`config.mk`:
```
export PLATFORM = sky130hd
export DESIGN_NAME = infix_expression_evaluator
export DESIGN_NICKNAME = d
export VERILOG_FILES = /design/src/rtl/core/iee_pkg.sv /design/src/rtl/core/iee_muldiv.sv /design/src/rtl/core/iee_datapath.sv /design/src/rtl/core/iee_ctrl.sv /design/src/rtl/core/infix_expression_evaluator.sv
export SDC_FILE = /design/constraint.sdc
export NUM_CORES = 1
export LEC_CHECK = 0
export BUFFER_PORTS_ARGS = -buffer_cell sky130_fd_sc_hd__buf_2
export CAP_MARGIN = 20
export CORE_MARGIN = 3
export CORE_UTILIZATION = 25
export CTS_CLUSTER_DIAMETER = 80
export DETAILED_ROUTE_END_ITERATION = 16
export GPL_ROUTABILITY_DRIVEN = 0
export PLACE_DENSITY_LB_ADDON = 0.15
export SKIP_LAST_GASP = 1
export SYNTH_ARGS = -nofsm -noshare
export SYNTH_HDL_FRONTEND = slang
export SYNTH_HIERARCHICAL = 1
export SYNTH_SLANG_ARGS = --single-unit
```
`constraint.sdc`:
```
create_clock -name clk_i -period 4.8 [get_ports clk_i]
set_input_delay 0 -clock clk_i [delete_from_list [all_inputs] [get_ports clk_i]]
set_output_delay 0 -clock clk_i [all_outputs]
set_load 0.02 [all_outputs]
```
`src/rtl/core/iee_pkg.sv`:
```
// Shared types and constants of the infix expression evaluator.
// Character codes, the character class decoder and the controller-datapath
// command and status structs. No dependencies.
`default_nettype none

package iee_pkg;

  localparam int unsigned CHAR_WIDTH   = 8;
  localparam int unsigned RESULT_WIDTH = 32;

  localparam logic [CHAR_WIDTH-1:0] CHAR_MUL    = 8'h2A;  // '*'
  localparam logic [CHAR_WIDTH-1:0] CHAR_DIV    = 8'h2F;  // '/'
  localparam logic [CHAR_WIDTH-1:0] CHAR_ADD    = 8'h2B;  // '+'
  localparam logic [CHAR_WIDTH-1:0] CHAR_SUB    = 8'h2D;  // '-'
  localparam logic [CHAR_WIDTH-1:0] CHAR_EQUALS = 8'h3D;  // '='
  localparam logic [CHAR_WIDTH-1:0] CHAR_ZERO   = 8'h30;  // '0'
  localparam logic [CHAR_WIDTH-1:0] CHAR_NINE   = 8'h39;  // '9'

  // pending operator codes
  localparam logic TERM_OP_MUL = 1'b0;
  localparam logic TERM_OP_DIV = 1'b1;
  localparam logic SUM_OP_ADD  = 1'b0;
  localparam logic SUM_OP_SUB  = 1'b1;

  typedef enum logic [2:0] {
    CLS_OTHER,
    CLS_DIGIT,
    CLS_MUL,
    CLS_DIV,
    CLS_ADD,
    CLS_SUB,
    CLS_EQUALS
  } iee_class_e;

  typedef struct packed {
    logic digit_en;     // shift a digit into the current number
    logic load_term;    // first operand of a term: term = number
    logic md_start;     // start the multiply / divide unit
    logic md_finish;    // take the unit result into the term
    logic set_term_op;
    logic term_op;
    logic sum_en;       // fold the term into the running sum
    logic set_sum_op;
    logic sum_op;
    logic emit;         // load the output word and clear the expression
  } iee_cmd_t;

  typedef struct packed {
    iee_class_e in_class;
    logic       term_started;
    logic       md_done;
    logic       out_busy;
  } iee_status_t;

  function automatic iee_class_e classify(logic [CHAR_WIDTH-1:0] c);
    iee_class_e cls;
    cls = CLS_OTHER;
    if (c inside {[CHAR_ZERO:CHAR_NINE]}) begin
      cls = CLS_DIGIT;
    end else begin
      case (c)
        CHAR_MUL:    cls = CLS_MUL;
        CHAR_DIV:    cls = CLS_DIV;
        CHAR_ADD:    cls = CLS_ADD;
        CHAR_SUB:    cls = CLS_SUB;
        CHAR_EQUALS: cls = CLS_EQUALS;
        default:     cls = CLS_OTHER;
      endcase
    end
    return cls;
  endfunction

endpackage

`default_nettype wire

```
`src/rtl/core/iee_muldiv.sv`:
```
// Shared iterative multiply / signed divide unit, one bit per cycle.
// Shift-add multiply on the raw operands and restoring divide on magnitudes. Depends on nothing.
`default_nettype none

module iee_muldiv #(
  parameter int unsigned W = 32
) (
  input  wire logic         clk_i,
  input  wire logic         rst_ni,
  input  wire logic         start_i,
  input  wire logic         div_i,
  input  wire logic [W-1:0] a_i,
  input  wire logic [W-1:0] b_i,
  output logic              done_o,
  output logic              div_zero_o,
  output logic [W-1:0]      result_o
);

  localparam int unsigned CntW = $clog2(W);

  logic            busy_q, busy_d;
  logic            done_q, done_d;
  logic [CntW-1:0] cnt_q, cnt_d;
  logic            div_q, neg_q, dz_q;
  logic [W-1:0]    a_q, b_q;
  logic [W-1:0]    acc_q;

  logic [W-1:0]    a_abs, b_abs;
  logic [W-1:0]    a_n, b_n;
  logic [W-1:0]    acc_n;
  logic [W:0]      rem_sh;
  logic            rem_ge;

  assign a_abs = a_i[W-1] ? (~a_i + W'(1)) : a_i;
  assign b_abs = b_i[W-1] ? (~b_i + W'(1)) : b_i;

  always_comb begin
    rem_sh = {acc_q, b_q[W-1]};
    rem_ge = (rem_sh >= {1'b0, a_q});
    if (div_q) begin
      // remainder stays below the divisor, so it fits in W bits
      acc_n = rem_ge ? W'(rem_sh - {1'b0, a_q}) : rem_sh[W-1:0];
      b_n   = {b_q[W-2:0], rem_ge};
      a_n   = a_q;
    end else begin
      acc_n = acc_q + (b_q[0] ? a_q : {W{1'b0}});
      b_n   = b_q >> 1;
      a_n   = a_q << 1;
    end
  end

  always_comb begin
    busy_d = busy_q;
    done_d = 1'b0;
    cnt_d  = cnt_q;
    if (start_i) begin
      if (div_i && (b_i == '0)) begin
        done_d = 1'b1;
      end else begin
        busy_d = 1'b1;
        cnt_d  = CntW'(W - 1);
      end
    end else if (busy_q) begin
      cnt_d = cnt_q - CntW'(1);
      if (cnt_q == '0) begin
        busy_d = 1'b0;
        done_d = 1'b1;
      end
    end
  end

  always_ff @(posedge clk_i or negedge rst_ni) begin
    if (!rst_ni) begin
      busy_q <= 1'b0;
      done_q <= 1'b0;
      cnt_q  <= '0;
    end else begin
      busy_q <= busy_d;
      done_q <= done_d;
      cnt_q  <= cnt_d;
    end
  end

  always_ff @(posedge clk_i) begin
    if (start_i) begin
      div_q <= div_i;
      acc_q <= '0;
      if (div_i) begin
        a_q   <= b_abs;
        b_q   <= (b_i == '0) ? '1 : a_abs;
        neg_q <= (b_i != '0) && (a_i[W-1] ^ b_i[W-1]);
        dz_q  <= (b_i == '0);
      end else begin
        a_q   <= a_i;
        b_q   <= b_i;
        neg_q <= 1'b0;
        dz_q  <= 1'b0;
      end
    end else if (busy_q) begin
      a_q   <= a_n;
      b_q   <= b_n;
      acc_q <= acc_n;
    end
  end

  always_comb begin
    if (!div_q) begin
      result_o = acc_q;
    end else if (neg_q) begin
      result_o = ~b_q + W'(1);
    end else begin
      result_o = b_q;
    end
  end

  assign done_o     = done_q;
  assign div_zero_o = dz_q;

endmodule

`default_nettype wire

```
`src/rtl/core/iee_datapath.sv`:
```
// Datapath of the expression evaluator: number, term and sum registers,
// the output word register and the shared multiply / divide unit.
// Depends on iee_pkg and iee_muldiv.
`default_nettype none

module iee_datapath #(
  parameter int unsigned W = 32
) (
  input  wire logic                                  clk_i,
  input  wire logic                                  rst_ni,
  input  wire iee_pkg::iee_cmd_t                     cmd_i,
  input  wire logic [iee_pkg::CHAR_WIDTH-1:0]        char_i,
  input  wire logic                                  m_tready_i,
  output iee_pkg::iee_status_t                       status_o,
  output logic                                       m_tvalid_o,
  output logic [iee_pkg::RESULT_WIDTH-1:0]           m_tdata_o,
  output logic                                       m_tuser_o
);

  logic [W-1:0] sum_q, term_q, num_q;
  logic         started_q, term_op_q, sum_op_q, err_q;
  logic         out_valid_q;
  logic [iee_pkg::RESULT_WIDTH-1:0] out_value_q;
  logic         out_err_q;

  logic [3:0]   digit_off;
  logic [W-1:0] num_next, sum_next;
  logic [iee_pkg::RESULT_WIDTH-1:0] sum_ext;
  logic         md_done, md_dz;
  logic [W-1:0] md_result;

  assign digit_off = 4'(char_i - iee_pkg::CHAR_ZERO);
  assign num_next  = (num_q << 3) + (num_q << 1) + W'(digit_off);
  assign sum_next  = (sum_op_q == iee_pkg::SUM_OP_SUB) ? (sum_q - term_q) : (sum_q + term_q);

  generate
    if (W >= iee_pkg::RESULT_WIDTH) begin : g_cut
      assign sum_ext = sum_q[iee_pkg::RESULT_WIDTH-1:0];
    end else begin : g_sext
      assign sum_ext = {{(iee_pkg::RESULT_WIDTH - W){sum_q[W-1]}}, sum_q};
    end
  endgenerate

  iee_muldiv #(
    .W(W)
  ) u_muldiv (
    .clk_i      (clk_i),
    .rst_ni     (rst_ni),
    .start_i    (cmd_i.md_start),
    .div_i      (term_op_q == iee_pkg::TERM_OP_DIV),
    .a_i        (term_q),
    .b_i        (num_q),
    .done_o     (md_done),
    .div_zero_o (md_dz),
    .result_o   (md_result)
  );

  always_ff @(posedge clk_i or negedge rst_ni) begin
    if (!rst_ni) begin
      sum_q     <= '0;
      term_q    <= '0;
      num_q     <= '0;
      started_q <= 1'b0;
      term_op_q <= iee_pkg::TERM_OP_MUL;
      sum_op_q  <= iee_pkg::SUM_OP_ADD;
      err_q     <= 1'b0;
    end else if (cmd_i.emit) begin
      sum_q     <= '0;
      term_q    <= '0;
      num_q     <= '0;
      started_q <= 1'b0;
      term_op_q <= iee_pkg::TERM_OP_MUL;
      sum_op_q  <= iee_pkg::SUM_OP_ADD;
      err_q     <= 1'b0;
    end else begin
      if (cmd_i.digit_en) begin
        num_q <= num_next;
      end
      if (cmd_i.load_term) begin
        term_q    <= num_q;
        started_q <= 1'b1;
        num_q     <= '0;
      end
      if (cmd_i.md_finish) begin
        term_q    <= md_result;
        started_q <= 1'b1;
        num_q     <= '0;
        err_q     <= err_q | md_dz;
      end
      if (cmd_i.set_term_op) begin
        term_op_q <= cmd_i.term_op;
      end
      if (cmd_i.sum_en) begin
        sum_q     <= sum_next;
        term_q    <= '0;
        started_q <= 1'b0;
        term_op_q <= iee_pkg::TERM_OP_MUL;
      end
      if (cmd_i.set_sum_op) begin
        sum_op_q <= cmd_i.sum_op;
      end
    end
  end

  always_ff @(posedge clk_i or negedge rst_ni) begin
    if (!rst_ni) begin
      out_valid_q <= 1'b0;
    end else if (cmd_i.emit) begin
      out_valid_q <= 1'b1;
    end else if (m_tready_i) begin
      out_valid_q <= 1'b0;
    end
  end

  always_ff @(posedge clk_i) begin
    if (cmd_i.emit) begin
      out_value_q <= sum_ext;
      out_err_q   <= err_q;
    end
  end

  always_comb begin
    status_o.in_class     = iee_pkg::classify(char_i);
    status_o.term_started = started_q;
    status_o.md_done      = md_done;
    status_o.out_busy     = out_valid_q & ~m_tready_i;
  end

  assign m_tvalid_o = out_valid_q;
  assign m_tdata_o  = out_value_q;
  assign m_tuser_o  = out_err_q;

endmodule

`default_nettype wire

```
`src/rtl/core/iee_ctrl.sv`:
```
// Controller of the expression evaluator: sequences each character through
// the datapath with command and status structs. Depends on iee_pkg.
`default_nettype none

module iee_ctrl (
  input  wire logic                 clk_i,
  input  wire logic                 rst_ni,
  input  wire logic                 s_tvalid_i,
  input  wire iee_pkg::iee_status_t status_i,
  output logic                      s_tready_o,
  output iee_pkg::iee_cmd_t         cmd_o
);

  localparam logic [1:0] ST_IDLE   = 2'd0;
  localparam logic [1:0] ST_MULDIV = 2'd1;
  localparam logic [1:0] ST_SUM    = 2'd2;
  localparam logic [1:0] ST_EMIT   = 2'd3;

  logic [1:0]          state_q, state_d;
  iee_pkg::iee_class_e op_q, op_d;
  logic                accept;

  assign s_tready_o = (state_q == ST_IDLE);
  assign accept     = s_tvalid_i & s_tready_o;

  always_comb begin
    state_d = state_q;
    op_d    = op_q;
    cmd_o   = '0;
    case (state_q)
      ST_IDLE: begin
        if (accept) begin
          case (status_i.in_class)
            iee_pkg::CLS_DIGIT: begin
              cmd_o.digit_en = 1'b1;
            end
            iee_pkg::CLS_MUL, iee_pkg::CLS_DIV: begin
              cmd_o.set_term_op = 1'b1;
              cmd_o.term_op     = (status_i.in_class == iee_pkg::CLS_DIV) ?
                                  iee_pkg::TERM_OP_DIV : iee_pkg::TERM_OP_MUL;
              op_d              = status_i.in_class;
              if (status_i.term_started) begin
                cmd_o.md_start = 1'b1;
                state_d        = ST_MULDIV;
              end else begin
                cmd_o.load_term = 1'b1;
              end
            end
            iee_pkg::CLS_ADD, iee_pkg::CLS_SUB, iee_pkg::CLS_EQUALS: begin
              op_d = status_i.in_class;
              if (status_i.term_started) begin
                cmd_o.md_start = 1'b1;
                state_d        = ST_MULDIV;
              end else begin
                cmd_o.load_term = 1'b1;
                state_d         = ST_SUM;
              end
            end
            default: begin
            end
          endcase
        end
      end
      ST_MULDIV: begin
        if (status_i.md_done) begin
          cmd_o.md_finish = 1'b1;
          // a term operator ends here, a sum operator still folds the term
          if (op_q inside {iee_pkg::CLS_MUL, iee_pkg::CLS_DIV}) begin
            state_d = ST_IDLE;
          end else begin
            state_d = ST_SUM;
          end
        end
      end
      ST_SUM: begin
        cmd_o.sum_en = 1'b1;
        if (op_q == iee_pkg::CLS_EQUALS) begin
          state_d = ST_EMIT;
        end else begin
          cmd_o.set_sum_op = 1'b1;
          cmd_o.sum_op     = (op_q == iee_pkg::CLS_SUB) ?
                             iee_pkg::SUM_OP_SUB : iee_pkg::SUM_OP_ADD;
          state_d          = ST_IDLE;
        end
      end
      ST_EMIT: begin
        if (!status_i.out_busy) begin
          cmd_o.emit = 1'b1;
          state_d    = ST_IDLE;
        end
      end
      default: begin
        state_d = ST_IDLE;
      end
    endcase
  end

  always_ff @(posedge clk_i or negedge rst_ni) begin
    if (!rst_ni) begin
      state_q <= ST_IDLE;
      op_q    <= iee_pkg::CLS_OTHER;
    end else begin
      state_q <= state_d;
      op_q    <= op_d;
    end
  end

endmodule

`default_nettype wire

```
`src/rtl/core/infix_expression_evaluator.sv`:
```
// Top level of the infix expression evaluator: stream ports, controller
// and datapath. Depends on iee_pkg, iee_ctrl and iee_datapath.
//
// Takes one ASCII character per input word and evaluates + - * / with the
// usual precedence, left to right, wrapping at VALUE_WIDTH bits; '=' emits
// one output word (value sign-extended or cut to 32 bits, tuser set if any
// division by zero occurred) and clears the expression. A digit or an
// ignored character is taken straight from the idle state, and so is '*'
// or '/' after the first operand of a term. An operator that closes a
// multiply or divide runs the shared bit-serial multiply / divide unit,
// which skips its iterations for a division by zero. '+' and '-' then pass
// through the sum update state, '=' through sum update and output load.
// The next character is accepted while the output word waits to be taken;
// a second '=' holds only if the output word has not yet been taken.
`default_nettype none

module infix_expression_evaluator #(
  parameter int unsigned VALUE_WIDTH = 32
) (
  input  wire logic                                clk_i,
  input  wire logic                                rst_ni,
  input  wire logic                                s_axis_tvalid_i,
  output logic                                     s_axis_tready_o,
  input  wire logic [iee_pkg::CHAR_WIDTH-1:0]      s_axis_tdata_i,   // [7:0] input_char
  output logic                                     m_axis_tvalid_o,
  input  wire logic                                m_axis_tready_i,
  output logic [iee_pkg::RESULT_WIDTH-1:0]         m_axis_tdata_o,   // [31:0] result_value
  output logic                                     m_axis_tuser_o    // [0] divide_error
);

  iee_pkg::iee_cmd_t    cmd;
  iee_pkg::iee_status_t status;

  iee_ctrl u_ctrl (
    .clk_i      (clk_i),
    .rst_ni     (rst_ni),
    .s_tvalid_i (s_axis_tvalid_i),
    .status_i   (status),
    .s_tready_o (s_axis_tready_o),
    .cmd_o      (cmd)
  );

  iee_datapath #(
    .W(VALUE_WIDTH)
  ) u_datapath (
    .clk_i      (clk_i),
    .rst_ni     (rst_ni),
    .cmd_i      (cmd),
    .char_i     (s_axis_tdata_i),
    .m_tready_i (m_axis_tready_i),
    .status_o   (status),
    .m_tvalid_o (m_axis_tvalid_o),
    .m_tdata_o  (m_axis_tdata_o),
    .m_tuser_o  (m_axis_tuser_o)
  );

endmodule

`default_nettype wire

```
==> results of run 1 <==
## through the flow
step           hold WS [ns]  instances  instance area [sq um]  power [mW]
2_1_floorplan        -0.296       2476                  21100        6.91
3_3_place_gp         0.0722       3512                  22600        8.31
3_5_place_dp         0.0659       3512                  22600        8.30
4_1_cts              0.0203       3581                  23700        10.9
5_1_grt              0.0752       3581                  23700        11.7
6_report             0.0354       3581                  23700        10.8
## how the worst max path moves through the flow
| stage | slack (ns) | depth (start not counted) | end | start |
|---|---|---|---|---|
| after global routing | 0.34 | 16 | u_datapath/sum_ext[31]$_DFFE_PN0N_ | u_datapath/term_q[4]$_DFFE_PN0P_ |
| after CTS | 0.61 | 16 | u_datapath/sum_ext[31]$_DFFE_PN0N_ | u_datapath/term_q[4]$_DFFE_PN0P_ |
| after detailed placement | 0.64 | 16 | u_datapath/sum_ext[31]$_DFFE_PN0N_ | u_datapath/term_q[4]$_DFFE_PN0P_ |
| after global placement | 0.61 | 16 | u_datapath/sum_ext[31]$_DFFE_PN0N_ | u_datapath/term_q[4]$_DFFE_PN0P_ |
| after floorplan | 0.95 | 17 | u_datapath/sum_ext[29]$_DFFE_PN0N_ | u_datapath/term_q[4]$_DFFE_PN0P_ |
| final | 0.62 | 16 | u_datapath/sum_ext[31]$_DFFE_PN0N_ | u_datapath/term_q[4]$_DFFE_PN0P_ |
## worst max-delay path, stage by stage (launching register included)
cell	delay, ns
dfrtp_1	0.49
or4_4	0.62
nor3_4	0.25
nand3b_2	0.15
nor4_4	0.22
a21oi_1	0.13
xnor2_1	0.15
ha_1	0.44
nand2_1	0.12
nor2_1	0.15
nand2_1	0.08
or2_0	0.22
o2111a_1	0.29
nor3_1	0.29
nor3_1	0.12
nor3_1	0.25
nor3b_2	0.07
## routing by layer
layer  track usage (%)  share of wire, %  vias to the layer above  wire [microns]
met5                 0                 0                        -               0
met3              2.09               4.8                       81            3480
li1                  -                 -                     9099               -
met2              26.9                47                      474           33700
met4              4.75               2.7                        0            1940
met1              21.9                46                     9134           33300
## placed cells by master, fill, tap and decap left out, types with 11 or more instances in the layout
cell	instances
nor2_1	245
nand2_1	202
o21ai_0	190
a21oi_1	188
ha_1	158
xnor2_1	116
xor2_1	113
dfrtp_1	112
mux2i_1	112
edfxtp_1	100
inv_1	85
o211ai_1	59
a21o_1	58
nand3_1	55
buf_2	45
buf_4	44
nand2b_1	41
nor3_1	38
o31ai_1	36
clkbuf_16	35
dfxtp_1	32
nor4_1	26
a31oi_1	24
a211oi_1	24
nand4_1	23
nor2b_1	22
o21ai_1	18
o21a_1	18
and3_1	16
mux2_2	14
or4_1	14
or3_1	13
o41ai_1	13
o221ai_1	12
o21bai_1	11
## sequential cells by signal (all words and copies together), names as in the netlist
name                            cells
u_datapath/m_tvalid_o               1
u_datapath/err_q                    1
u_datapath/m_tuser_o                1
u_ctrl/state_q                      2
u_datapath/u_muldiv/done_o          1
u_datapath/u_muldiv/acc_q          32
u_datapath/u_muldiv/cnt_q           5
u_datapath/num_q                   32
u_datapath/u_muldiv/div_q           1
u_datapath/sum_ext                 32
u_datapath/u_muldiv/a_q            32
u_datapath/u_muldiv/busy_q          1
u_ctrl/op_q                         3
u_datapath/started_q                1
u_datapath/sum_op_q                 1
u_datapath/u_muldiv/neg_q           1
u_datapath/u_muldiv/b_q            32
u_datapath/term_op_q                1
u_datapath/u_muldiv/div_zero_o      1
u_datapath/m_tdata_o               32
u_datapath/term_q                  32
## power breakdown
part / switching, mW / internal, mW
clock: 1.03 / 1.51
combinational: 3.18 / 2.26
sequential: 0.439 / 2.43
## logic make-up (layout without fill, tap and decap cells)
logic type,Yosys count,in the layout,share of synthesized area [%]
muxes,126,126,6.06
and+or+nand+nor,764,764,17.5
buffers and inverters,211,246,4.01
AOI/OAI and AO/OA,738,738,22.4
adders and majority gates,163,163,9.85
xor gates and xnor gates,229,229,9.51
DFF,245,245,30.7
## timing repair
item | in CTS | in global routing
endpoints found under the hold margin | 45 | 0
hold buffers | 7 | 0
setup endpoints to repair | 0 | 0
## final cells by class
type                            instances  area (sq um)
Clock inverter                         16           138
Timing Repair Buffer                   99           686
Inverter                               85           319
Multi-Input combinational cell       2020         13800
Tap cell                             1070          1340
Sequential cell                       245          6470
Clock buffer                           46           957
Fill cell                            8848         59000
==> out/results.txt, run 1 <==
Wirelength per Cell: 20.2 microns
Buffers on Ports: 46
Die Height: 296 microns
Later-pin clock latency in the skew report: 0.55 ns
Vias: 18800
Average size of a mapped cell: 8.52 sq um
Final setup margin: 0.622 ns
Clock slew at reported path FFs: 0.06 ns
Num Clock Sinks: 245
DP Worst Slack: 0.640 ns
H-tree levels: 2
Post-synth top cells: nor2_1, nand2_1, o21ai_0
GRT Util Overall: 16.2%
Fin. Hold Viols: 0
TritonRoute pass-1 iters: 6
Initial antenna violation count: 1
Pleak: 10.1 nW
Post-CTS setup buffer count: 0
PD cells: 457 mW/mm^2
Worst min-delay path class: in2async
PostCTS Resize Cnt: 0
ANT cells: 0
Routed vias/inst: 5.25
Number of global-route vias before repair: 18100
Iteration-0 DRC Markers: 1425
VDD IR max: 0.197 mV
Reg-to-reg critical path startpoint: u_datapath/term_q[4]$_DFFE_PN0P_
GRT overflow: 0
Global-route wire length before repair: 111000 microns
Die width: 296 microns
Period minus WS final: 4.18 ns
Core footprint: 0.0828 sq mm
Root Driver: clkbuf_16
Syn. warnings: 6
Synth top area share: 14.2%
Worst-path maximum fanout: 9
Critical Path End Type: flop
Total die area: 0.0879 sq mm
Final slew viol count: 0
Clk buf depth: 3
Unrepaired setup endpoints after global routing: false
Post-synth top area cell: edfxtp_1
Final Core Density: 28.7%
Async S/R FF share, synth: 46.1%
Max-slew headroom: 47.9%
I/O pins: 47
Syn Inst Count: 2476
FF-to-FF End: u_datapath/sum_ext[31]$_DFFE_PN0N_
Setup_tns: 0 ns
Synth Register Bits: 245
Register area share after synthesis: 30.7%
Num rows: 105
Startpoint Class: flop
WS Path Type: reg2reg
Status: completed
Total of max-cap violations: 0
Starting Density: 25.5%
CTS tree: done
Dominant cells by area after synthesis: edfxtp_1, dfrtp_1, ha_1
Most common cell in the netlist: nor2_1
Post-DRT Antenna Nets: 0
Setup violators final: 0
Fin crit share: 87.0%
Dominant synthesized flop cell: dfrtp_1
Area Overhead vs Synth: 12.5%
CP Data Arrival Time: 4.58 ns
Reg2Reg Depth: 16
F_max: 239 MHz
Total CTS buffers: 35
HPWL Detailed: 54800 microns
Final WL: 72400 microns
Synthesized area: 0.0211 sq mm
WP data required: 5.21 ns
Largest net degree at the start of global routing: 119
Final nets: 2661
Syn nets: 2651
DRC viols: 0
Library cells used by synthesis: 100
R2R Setup Slk: 0.62 ns
Share of post-route cells with drive strength above 1: 8.32%
Post-synth EDFFs: 100
Worst slew pin tran: 0.782 ns
Skew final: 0.0325 ns
(Power assumes the default switching activity.)
==> inputs of run 2 (changes only) <==
- ABC_AREA: unset -> 1
- SETUP_SLACK_MARGIN: unset -> 0.2
==> out/results.txt, run 2 <==
Status: completed
Num rows: 115 (+9.5%)
Pleak: 14.2 nW (+41%)
Average size of a mapped cell: 6.13 sq um (-28%)
Met2 routed WL: 46300 microns (+37%)
Final setup margin: 0.554 ns (-0.0677 ns)
PD cells: 207 mW/mm^2 (-55%)
HPWL Detailed: 83600 microns (+53%)
Clock power share: 49.6% (+26 points)
Worst slew pin tran: 0.985 ns (+0.203 ns)
Routed vias/inst: 4.79 (-8.7%)
Skew final: 0.0388 ns (+0.00632 ns)
Most common cell in the netlist: nand2_1
Reg power frac: 39.0% (+13 points)
Fin crit share: 88.5% (+1.4 points)
Dominant synthesized flop cell: dfrtp_1
Critical path's slowest cell: dlygate4sd3_1
Commonest cells after routing, fill and taps aside: nand2_1, inv_1, nor2_1, o21ai_0, nand3_1
Die width: 322 microns (+8.4%)
Total CTS buffers: 37 (+5.7%)
Setup violators final: 0 (unchanged)
Async S/R FF share, synth: 46.1% (unchanged)
Largest net degree at the start of global routing: 127 (+6.7%)
Most common cell after layout, fill and taps aside: nand2_1
Final slew viol count: 0 (unchanged)
Overall Power: 5.80 mW (-46%)
WS Path Type: in2reg
F_max: 236 MHz (-1.6%)
Buffers on Ports: 46 (unchanged)
Library cells used by synthesis: 64 (-36%)
Top Metal Used: met4
Register area share after synthesis: 26.0% (-4.7 points)
Syn. warnings: 6 (unchanged)
Synthesized area: 0.0249 sq mm (+18%)
Post-Layout Inst Area: 0.0280 sq mm (+18%)
Global-route wire length before repair: 155000 microns (+40%)
Post-DRT Antenna Nets: 0 (unchanged)
Dominant cells by area after synthesis: nand2_1, edfxtp_1, dfrtp_1
Total of max-cap violations: 0 (unchanged)
Share of post-route cells with drive strength above 1: 5.66% (-2.7 points)
Startpoint Class: primary input
H-tree levels: 2 (unchanged)
Post-place instance area: 0.0266 sq mm (+18%)
Post-synth EDFFs: 100 (unchanged)
Comb pwr share: 11.4% (-39 points)
Int Power: 4.17 mW (-33%)
DRC viols: 0 (unchanged)
Worst-path maximum fanout: 19 (+10)
CP cell instances: dlygate4sd3_1, buf_2, nor2_1, dlygate4sd3_1, o2111ai_1, dlygate4sd3_1, nand2_1, dlygate4sd3_1, inv_1, nor4_1, inv_1, nor2_8, inv_2, a21oi_1, o21ai_0, o21ai_0
VDD IR max: 0.210 mV (+6.1%)
Clock slew at reported path FFs: 0.06 ns (about the same)
Fin. Hold Viols: 0 (unchanged)
CP Data Arrival Time: 4.71 ns (+0.13 ns)
DP Worst Slack: 1.29 ns (+0.653 ns)
Clk buf depth: 3 (unchanged)
Crit path largest cell delay: 0.61 ns (about the same)
Total die area: 0.103 sq mm (+18%)
Initial antenna violation count: 1 (unchanged)
Synth top area share: 19.5% (+5.3 points)
WL met3: 5720 microns (+65%)
# placed instances: 5324 (+52%)
Syn Inst Count: 4057 (+64%)
Critical Path End Type: flop
Num Clock Sinks: 245 (unchanged)
GRT Util Overall: 19.8% (+3.6 points)
Unrepaired setup endpoints after global routing: false
Worst min-delay path class: in2async
Fin cells: 5404 (+51%)
Final WL: 105000 microns (+44%)
Starting Density: 25.2% (-0.24 points)
Kind of cell adding the most delay to the critical path: buffers and inverters
Core footprint: 0.0986 sq mm (+19%)
Die Height: 322 microns (+8.4%)
CTS tree: done
Root Driver: clkbuf_16
Sw Share: 28.1% (-15 points)
PostCTS Resize Cnt: 0 (unchanged)
Post-synth top area cell: nand2_1
Switching pwr: 1.63 mW (-65%)
Setup_tns: 0 ns (unchanged)
Synth Register Bits: 245 (unchanged)
GRT overflow: 0 (unchanged)
Iteration-0 DRC Markers: 2245 (+58%)
Later-pin clock latency in the skew report: 0.56 ns (about the same)
Cell mode on critical path: dlygate4sd3_1
I/O pins: 47 (unchanged)
Bufs and invs on worst path: 8 (+8)
Post-synth top cells: nand2_1, inv_1, nor2_1
Wirelength per Cell: 19.4 microns (-4.3%)
Number of global-route vias before repair: 24400 (+35%)
TritonRoute pass-1 iters: 6 (unchanged)
Final nets: 4263 (+60%)
Max-slew headroom: 33.7% (-14 points)
WP data required: 5.27 ns (+0.06 ns)
Area Overhead vs Synth: 12.6% (about the same)
Period minus WS final: 4.25 ns (+0.0677 ns)
Vias: 25900 (+38%)
Syn nets: 4232 (+60%)
Post-route met1 wirelength: 49100 microns (+48%)
## run 2: layout make-up
cell class,count,area [sq um]
Timing Repair Buffer,92,666
Clock inverter,18,246
Inverter,693,2600
Antenna cell,1,2.50
Sequential cell,245,6470
Fill cell,11200,70500
Multi-Input combinational cell,3019,15400
Clock buffer,49,1020
Tap cell,1287,1610
## run 2: cell families after synthesis
family | Yosys count | synth area share, %
muxes | 1 | 0.0402
adders and majority gates | 163 | 8.35
xor gates and xnor gates | 77 | 2.71
buffers and inverters | 793 | 12.3
and+or+nand+nor | 2117 | 36.0
AOI/OAI and AO/OA | 661 | 14.6
DFF | 245 | 26.0
## run 2: power groups by stage
stage / clock (mW) / combinational (mW) / sequential, mW
global placement: 0 / 0.656 / 2.30
finish: 2.88 / 0.664 / 2.26
CTS: 2.97 / 0.662 / 2.26
detailed placement: 0 / 0.652 / 2.30
floorplan: 0 / 0.435 / 2.27
global route: 3.05 / 0.750 / 2.26
## run 2: path summary, 6_finish.rpt
path | startpoint | end | cells past startpoint | slack (ns)
max | s_axis_tdata_i[6] | u_datapath/num_q[9]$_DFFE_PN0P_ | 16 | 0.55
min | rst_ni | u_datapath/sum_ext[11]$_DFFE_PN0N_ | 2 | 0.008
max reg2reg | u_datapath/term_q[10]$_DFFE_PN0P_ | u_datapath/sum_ext[31]$_DFFE_PN0N_ | 18 | 1.26
min reg2reg | u_datapath/err_q$_DFFE_PN0P_ | u_datapath/m_tuser_o$_DFFE_PP_ | 0 | 0.45
max in group asynchronous | rst_ni | u_datapath/num_q[9]$_DFFE_PN0P_ | 3 | 3.65
min in group clk_i | s_axis_tdata_i[2] | u_datapath/num_q[2]$_DFFE_PN0P_ | 5 | 0.04
## run 2: per-layer routing
metal  vias up  global-route usage (%)
met5         -                       0
met4         0                    5.96
met3       133                    2.78
met2       701                    31.5
met1     12000                    27.7
li1      13100                       -
## run 2: per-stage QoR
stage | utilization [%] | hold slack [ns]
floorplan | - | -0.296
global placement | 27.0 | 0.0969
detailed placement | 27.0 | 0.111
CTS | 28.4 | 0.0318
global route | 28.4 | 0.0518
finish | 28.4 | 0.00850
## run 2: repair_timing
| item | CTS | global route |
|---|---|---|
| buffers inserted | 0 | 0 |
| hold endpoints to repair | 54 | 0 |
| hold buffers | 12 | 0 |
